**src/sv/escaped_packet_framer_core_assert.svh**
```systemverilog
// Assertion macros shared by the escaped packet framer RTL
`ifndef ESCAPED_PACKET_FRAMER_CORE_ASSERT_SVH
`define ESCAPED_PACKET_FRAMER_CORE_ASSERT_SVH

// condition holds at every clock outside reset
`define EFR_ASSERT(label, cond) \
    label: assert property (@(posedge i_clk) disable iff (!i_rst_n) (cond)) \
        else $error("efr assertion failed");

// consequent holds in the same cycle as the antecedent
`define EFR_ASSERT_IMPL(label, ante, cons) \
    label: assert property (@(posedge i_clk) disable iff (!i_rst_n) (ante) |-> (cons)) \
        else $error("efr assertion failed");

// consequent holds in the cycle after the antecedent
`define EFR_ASSERT_NEXT(label, ante, cons) \
    label: assert property (@(posedge i_clk) disable iff (!i_rst_n) (ante) |=> (cons)) \
        else $error("efr assertion failed");

`endif

```
**src/sv/efr_pkg.sv**
```systemverilog
// Types and constants of the escaped packet framer
`default_nettype none
package efr_pkg;

    localparam int FRAME_MAX = 9;
    localparam int LEN_W     = 4;
    localparam int NUM_PAY   = 4;

    localparam logic [7:0] CKSUM_SEED = 8'hFF;

    typedef logic [7:0] t_byte;
    typedef logic [LEN_W-1:0] t_len;

    typedef enum logic [1:0] {
        REG_HEADER = 2'd0,
        REG_ESCAPE = 2'd1,
        REG_STRIP  = 2'd2,
        REG_REPLY  = 2'd3
    } t_reg_idx;

    typedef struct packed {
        t_byte header;
        t_byte escape;
        t_byte strip;
        t_byte reply;
    } t_cfg;

    typedef struct packed {
        logic [FRAME_MAX-1:0][7:0] bytes;
        t_len                      len;
    } t_frame;

endpackage
`default_nettype wire

```
**src/sv/efr_cfg.sv**
```systemverilog
// APB register file holding the framer configuration
`default_nettype none
module efr_cfg
    import efr_pkg::*;
(
    input  wire logic        i_clk,
    input  wire logic        i_rst_n,
    input  wire logic        psel,
    input  wire logic        penable,
    input  wire logic        pwrite,
    input  wire logic [3:0]  paddr,
    input  wire logic [31:0] pwdata,
    output logic [31:0]      prdata,
    output logic             pready,
    output t_cfg             o_cfg
);

    t_cfg     r_cfg;
    t_cfg     n_cfg;
    t_reg_idx w_idx;
    logic     w_wr;

    assign pready = 1'b1;
    assign w_idx  = t_reg_idx'(paddr[3:2]);
    assign w_wr   = psel && penable && pwrite && pready;
    assign o_cfg  = r_cfg;

    always_comb begin
        n_cfg = r_cfg;
        if (w_wr) begin
            case (w_idx)
                REG_HEADER: n_cfg.header = pwdata[7:0];
                REG_ESCAPE: n_cfg.escape = pwdata[7:0];
                REG_STRIP:  n_cfg.strip  = pwdata[7:0];
                REG_REPLY:  n_cfg.reply  = pwdata[7:0];
                default:    n_cfg = r_cfg;
            endcase
        end
    end

    always_comb begin
        case (w_idx)
            REG_HEADER: prdata = {24'd0, r_cfg.header};
            REG_ESCAPE: prdata = {24'd0, r_cfg.escape};
            REG_STRIP:  prdata = {24'd0, r_cfg.strip};
            REG_REPLY:  prdata = {24'd0, r_cfg.reply};
            default:    prdata = 32'd0;
        endcase
    end

    always_ff @(posedge i_clk) begin
        if (!i_rst_n) begin
            r_cfg.header <= 8'hC0;
            r_cfg.escape <= 8'hC1;
            r_cfg.strip  <= 8'hC0;
            r_cfg.reply  <= 8'h80;
        end else begin
            r_cfg <= n_cfg;
        end
    end

endmodule
`default_nettype wire

```
**src/sv/efr_plan.sv**
```systemverilog
// Frame builder: lays out header, escaped payload and checksum bytes
`default_nettype none
module efr_plan
    import efr_pkg::*;
(
    input  wire t_cfg        i_cfg,
    input  wire logic [7:0]  i_cmd,
    input  wire logic [7:0]  i_arg_first,
    input  wire logic [7:0]  i_arg_second,
    output t_frame           o_frame
);

    logic  w_reply;
    t_byte w_sum;

    assign w_reply = (i_cmd & i_cfg.reply) != 8'd0;
    assign w_sum   = w_reply ? (i_cmd ^ CKSUM_SEED ^ i_arg_first ^ i_arg_second)
                             : (i_cmd ^ CKSUM_SEED);

    always_comb begin
        t_byte                    pay [NUM_PAY];
        logic [NUM_PAY-1:0]       en;
        logic [FRAME_MAX-1:0][7:0] slots;
        t_len                     pos;
        pay[0] = i_cmd;
        pay[1] = i_arg_first;
        pay[2] = i_arg_second;
        pay[3] = w_sum;
        en     = {1'b1, w_reply, w_reply, 1'b1};
        slots  = '0;
        slots[0] = i_cfg.header;
        pos    = t_len'(1);
        for (int k = 0; k < NUM_PAY; k++) begin
            if (en[k]) begin
                if (pay[k] == i_cfg.header || pay[k] == i_cfg.escape) begin
                    slots[pos]             = i_cfg.escape;
                    slots[pos + t_len'(1)] = pay[k] & ~i_cfg.strip;
                    pos = pos + t_len'(2);
                end else begin
                    slots[pos] = pay[k];
                    pos = pos + t_len'(1);
                end
            end
        end
        o_frame.bytes = slots;
        o_frame.len   = pos;
    end

endmodule
`default_nettype wire

```
**src/sv/efr_ser.sv**
```systemverilog
// Output shift line that sends a built frame one word per cycle while i_tready is high
`default_nettype none
module efr_ser
    import efr_pkg::*;
(
    input  wire logic  i_clk,
    input  wire logic  i_rst_n,
    input  wire logic  i_load,
    input  wire t_frame i_frame,
    input  wire logic  i_tready,
    output logic       o_can_load,
    output logic       o_tvalid,
    output logic [7:0] o_tdata,
    output logic       o_tlast
);

    `include "escaped_packet_framer_core_assert.svh"

    logic [FRAME_MAX-1:0][7:0] r_bytes;
    logic [FRAME_MAX-1:0][7:0] n_bytes;
    t_len                      r_rem;
    t_len                      n_rem;
    logic                      w_take;

    assign o_tvalid   = r_rem != t_len'(0);
    assign o_tlast    = r_rem == t_len'(1);
    assign o_tdata    = r_bytes[0];
    assign w_take     = o_tvalid && i_tready;
    assign o_can_load = !o_tvalid || (w_take && o_tlast);

    always_comb begin
        n_bytes = r_bytes;
        n_rem   = r_rem;
        if (i_load) begin
            n_bytes = i_frame.bytes;
            n_rem   = i_frame.len;
        end else if (w_take) begin
            // advance to the next word
            n_bytes = {8'd0, r_bytes[FRAME_MAX-1:1]};
            n_rem   = r_rem - t_len'(1);
        end
    end

    always_ff @(posedge i_clk) begin
        if (!i_rst_n) begin
            r_rem <= '0;
        end else begin
            r_rem <= n_rem;
        end
    end

    always_ff @(posedge i_clk) begin
        r_bytes <= n_bytes;
    end

    `EFR_ASSERT(a_rem_bound, r_rem <= t_len'(FRAME_MAX))
    `EFR_ASSERT_IMPL(a_load_when_free, i_load,
        r_rem == t_len'(0) || (r_rem == t_len'(1) && i_tready))
    `EFR_ASSERT_NEXT(a_rem_step, w_take && !o_tlast && !i_load,
        r_rem == t_len'($past(r_rem) - t_len'(1)))
    `EFR_ASSERT_NEXT(a_load_len, i_load, r_rem == $past(i_frame.len) && o_tvalid)

endmodule
`default_nettype wire

```
**src/sv/escaped_packet_framer_core.sv**
```systemverilog
// Top level of the escaped packet framer: input register, builder, output line
//
//  channel   | dir | handshake                  | payload
//  s_axis    | in  | i_s_axis_tvalid/o_..tready | tdata: cmd_byte, arg_first, arg_second
//  m_axis    | out | o_m_axis_tvalid/i_..tready | tdata: wire_byte; tlast: frame_end
//  apb       | in  | psel, penable, pready      | header, escape, strip, reply regs
//
// A packet becomes a frame of 3 to 9 words: 3, plus 2 with a reply bit, plus
// one per escaped byte; the output line sends one word per cycle while m_axis
// is ready. A packet waits in the input register and is built as it moves
// into the output line, which happens when the line is empty or its last
// word leaves. The next packet is taken while the previous frame drains, so
// frames leave without gaps. Reset is synchronous and empties both stages.
// A stall on m_axis holds the word.
`default_nettype none
module escaped_packet_framer_core
    import efr_pkg::*;
(
    input  wire logic        i_clk,
    input  wire logic        i_rst_n,
    input  wire logic        i_s_axis_tvalid,
    output logic             o_s_axis_tready,
    input  wire logic [23:0] i_s_axis_tdata,   // [7:0] cmd_byte, [15:8] arg_first, [23:16] arg_second
    output logic             o_m_axis_tvalid,
    input  wire logic        i_m_axis_tready,
    output logic [7:0]       o_m_axis_tdata,   // [7:0] wire_byte
    output logic             o_m_axis_tlast,   // frame_end
    input  wire logic        psel,
    input  wire logic        penable,
    input  wire logic        pwrite,
    input  wire logic [3:0]  paddr,
    input  wire logic [31:0] pwdata,
    output logic [31:0]      prdata,
    output logic             pready
);

    `include "escaped_packet_framer_core_assert.svh"

    t_cfg        w_cfg;
    t_frame      w_frame;
    logic        w_can_load;
    logic        w_load;
    logic        w_in_take;
    logic        r_in_vld;
    logic        n_in_vld;
    logic [23:0] r_in_data;

    efr_cfg u_cfg (
        .i_clk   (i_clk),
        .i_rst_n (i_rst_n),
        .psel    (psel),
        .penable (penable),
        .pwrite  (pwrite),
        .paddr   (paddr),
        .pwdata  (pwdata),
        .prdata  (prdata),
        .pready  (pready),
        .o_cfg   (w_cfg)
    );

    efr_plan u_plan (
        .i_cfg        (w_cfg),
        .i_cmd        (r_in_data[7:0]),
        .i_arg_first  (r_in_data[15:8]),
        .i_arg_second (r_in_data[23:16]),
        .o_frame      (w_frame)
    );

    efr_ser u_ser (
        .i_clk      (i_clk),
        .i_rst_n    (i_rst_n),
        .i_load     (w_load),
        .i_frame    (w_frame),
        .i_tready   (i_m_axis_tready),
        .o_can_load (w_can_load),
        .o_tvalid   (o_m_axis_tvalid),
        .o_tdata    (o_m_axis_tdata),
        .o_tlast    (o_m_axis_tlast)
    );

    assign w_load          = r_in_vld && w_can_load;
    assign o_s_axis_tready = !r_in_vld || w_load;
    assign w_in_take       = i_s_axis_tvalid && o_s_axis_tready;

    always_comb begin
        n_in_vld = r_in_vld;
        if (w_in_take) begin
            n_in_vld = 1'b1;
        end else if (w_load) begin
            n_in_vld = 1'b0;
        end
    end

    always_ff @(posedge i_clk) begin
        if (!i_rst_n) begin
            r_in_vld <= 1'b0;
        end else begin
            r_in_vld <= n_in_vld;
        end
    end

    always_ff @(posedge i_clk) begin
        if (w_in_take) begin
            r_in_data <= i_s_axis_tdata;
        end
    end

    `EFR_ASSERT_NEXT(a_in_held, w_in_take, r_in_vld && r_in_data == $past(i_s_axis_tdata))
    `EFR_ASSERT_NEXT(a_in_wait, r_in_vld && !w_load, r_in_vld && $stable(r_in_data))

endmodule
`default_nettype wire

```
**config.mk**
```make
export PLATFORM = sky130hd
export DESIGN_NAME = escaped_packet_framer_core
export DESIGN_NICKNAME = d
export VERILOG_FILES = /design/src/sv/efr_pkg.sv /design/src/sv/efr_cfg.sv /design/src/sv/efr_plan.sv /design/src/sv/efr_ser.sv /design/src/sv/escaped_packet_framer_core.sv
export VERILOG_INCLUDE_DIRS = /design/src /design/src/sv
export SDC_FILE = /design/constraint.sdc
export NUM_CORES = 1
export LEC_CHECK = 0
export ABC_AREA = 1
export BUFFER_PORTS_ARGS = -buffer_cell sky130_fd_sc_hd__buf_2
export CELL_PAD_IN_SITES_DETAIL_PLACEMENT = 1
export CELL_PAD_IN_SITES_GLOBAL_PLACEMENT = 1
export CORE_MARGIN = 3
export CORE_UTILIZATION = 39
export DETAILED_ROUTE_END_ITERATION = 7
export MAX_ROUTING_LAYER = met4
export PLACE_DENSITY = 0.87
export SLEW_MARGIN = 20
export SYNTH_ARGS = -nofsm -noshare
export SYNTH_HDL_FRONTEND = slang
export SYNTH_SLANG_ARGS = --single-unit
export TNS_END_PERCENT = 50
```
**constraint.sdc**
```tcl
create_clock -name i_clk -period 7.1 [get_ports i_clk]
set_input_delay 1.42 -clock i_clk [delete_from_list [all_inputs] [get_ports i_clk]]
set_output_delay 1.42 -clock i_clk [all_outputs]
set_load 0.03 [all_outputs]
```
==> flow_summary.ini <==
[outcome]
status = complete, no violations

[drt]
dr.pass1.iters = 5
dr.first_iter.drc_count = 1177
routed_wl_um = 47900
ant_nets = 0
vias = 12270
routedWlPerCell_um = 22.9
avgViaCountPerCell = 5.87
drc = 0

[setup_path]
critPathLaunchType = flip-flop
reg2reg_slack_ns = 1.18
crit_fanout = 44
max_stage_delay_ns = 0.59
r2r-start = u_cfg.o_cfg[20]
critPathCaptureType = flip-flop
critical_path_class = flip-flop to flip-flop
worstRegToRegCells = 25
slowest_stage = inv_1
crit_top_cell = nand2_1
arrival_ns = 6.10
crit_required_ns = 7.27
r2r-end = u_ser.r_bytes[15]

[die]
rows = 60
initial_utilization = 0.402
io_pins = 111
die_w_um = 174
coreArea_um2 = 27300
dieArea_um2 = 30100
die_h_um = 174

[logic_synthesis]
synth-seq-cells = 133
synth_ff_type = edfxtp_1
netlist_area_um2 = 11000
synthArstFlopShare = 0
ys_warn_count = 0
synthDistinctLibCells = 41
syn_inst = 1698
avgSynthCellArea_um2 = 6.45
ys_seq_area_frac = 0.331
synth-edff-count = 96

[global_route]
grt.overflow.total = 0
antenna_found_initial = 0
grt_pass1_vias = 12196
grt_pass1_wl_um = 72100
track_usage = 0.321
grt_max_degree = 72

[placement]
gp_congestion = 0.991
pre_cts_slack_ns = 1.41
dpl-instance-area_um2 = 11300
dp_hpwl_um = 34700
port_buffers = 59

[sta]
period_needed_ns = 5.92
hold_ws_ns = 0.501
hold_viol_final = 0
slew_headroom = 0.319
setup_viol = 0
tns_ns = 0
setup_ws_ns = 1.18
fin_skew_ns = 0.0151
rsz0062_at_grt = false
max_freq_mhz = 169
worst_pin_slew_ns = 1.02
fin_crit_sh = 0.834
maxSlewViolCount = 0

[cells_and_area]
layout.cells.most_common_list = nand2_1, nand3_1, inv_1, nor2_1, o21ai_0
area_growth_pct = 8.80
diodes = 0
final_cell_area_um2 = 11900
layout_commonest_cell = nand2_1
drive_gt1_frac = 0.0861
nets = 1789
num-fill-cells = 3667

[clock_tree]
cts_setup_buffers = 0
clkSlewWorstSetupHoldPaths_ns = 0.07
cts_buffers = 17
cts_root_buffer = clkbuf_16
clk_path_buf_depth = 2
clock-sinks = 133
clk_latency_ns = 0.44
cts_tree = yes
cts.htree.levels = 4
cts_hold_buf = 0
cts_resized = 0

[job]
maxCapViolCount = 0

[hold_path]
min_from = u_cfg.o_cfg[7]
hold_end = u_cfg.o_cfg[7]
holdPathStages = 2
worstHoldPathType = flip-flop to flip-flop

[power]
p_per_area_nw_per_um2 = 320
power_mw = 3.81
vdd.ir_drop.worst_uv = 343
p_leak_nw = 5.39
==> synthesized netlist by cell type (5+ instances only) <==
cell type,instances,area share
buf_4,35,0.024
nand2_1,617,0.21
a31oi_1,8,0.0046
nor2_1,136,0.047
inv_2,8,0.0027
o22ai_1,20,0.011
o21ai_1,5,0.0023
nand4_1,8,0.0046
o211ai_1,29,0.020
o21ai_0,126,0.058
edfxtp_1,96,0.26
inv_1,137,0.047
nor3_1,7,0.0032
o2111ai_1,6,0.0048
buf_2,33,0.015
a21oi_1,61,0.028
clkbuf_1,38,0.013
nand3b_1,6,0.0041
ha_1,16,0.018
nand2_2,6,0.0034
xnor2_1,14,0.011
buf_6,8,0.0082
o21a_1,8,0.0055
nand3_1,166,0.076
clkinv_1,6,0.0021
xor2_1,29,0.023
dfxtp_1,37,0.068
nor2_2,6,0.0034
==> final cells by class <==
type,instances,area (um^2),share of cell area
Clock buffer,18,429,0.0360
Clock inverter,14,154,0.0129
Inverter,153,579,0.0486
Multi-Input combinational cell,1316,6170,0.518
Sequential cell,133,3620,0.304
Tap cell,372,465,0.0391
Timing Repair Buffer,85,490,0.0412
==> stage by stage <==
stage,utilization,std cells
detailed placement,0.416,2059
global route,0.437,2091
floorplan,-,1721
CTS,0.437,2091
finish,0.437,2091
global placement,0.416,2059
==> cell families after synthesis <==
kind of cell / synth area share
other: 0.000686
AOI/OAI and AO/OA: 0.140
buffers and inverters: 0.115
adders and majority gates: 0.0183
DFF: 0.331
xor gates and xnor gates: 0.0344
and+or+nand+nor: 0.361
==> worst max-delay path: cells and delay by family, from the launching register on <==
family,cells,cell delay [ns]
DFF,1,0.46
adders and majority gates,2,0.48
AOI/OAI and AO/OA,4,0.72
buffers and inverters,7,2.06
and+or+nand+nor,12,1.95
==> routing by layer <==
layer | GRT usage | vias to the layer above | part of all wire
met1 | 0.394 | 5890 | 0.39
met4 | 0.195 | 0 | 0.069
li1 | - | 5501 | -
met2 | 0.500 | 684 | 0.45
met3 | 0.0462 | 195 | 0.090
met5 | - | - | 0
==> state kept, by name, indices dropped and copies added, names as in the netlist <==
signal / count
r_in_data: 24
r_in_vld: 1
u_cfg.o_cfg: 32
u_ser.o_tdata: 8
u_ser.r_bytes: 64
u_ser.r_rem: 4
==> worst max path at each step <==
stage | from | endpoint | slack [ns] | depth (start not counted)
final | u_cfg.o_cfg[20] | u_ser.r_bytes[15] | 1.18 | 25
after floorplan | u_ser.r_rem[0] | u_ser.r_rem[3] | 1.94 | 9
after global routing | u_cfg.o_cfg[20] | u_ser.r_bytes[9] | 0.78 | 28
after global placement | u_cfg.o_cfg[20] | u_ser.r_bytes[46] | 1.65 | 23
after CTS | u_cfg.o_cfg[18] | u_ser.r_bytes[15] | 1.38 | 25
after detailed placement | u_cfg.o_cfg[18] | u_ser.r_bytes[15] | 1.41 | 25
==> power by group <==
| group | switching, mW | internal [mW] |
|---|---|---|
| clock network | 0.393 | 0.522 |
| logic | 1.14 | 0.398 |
| registers | 0.138 | 1.22 |
No activity file was read; power rests on OpenSTA's default activity.
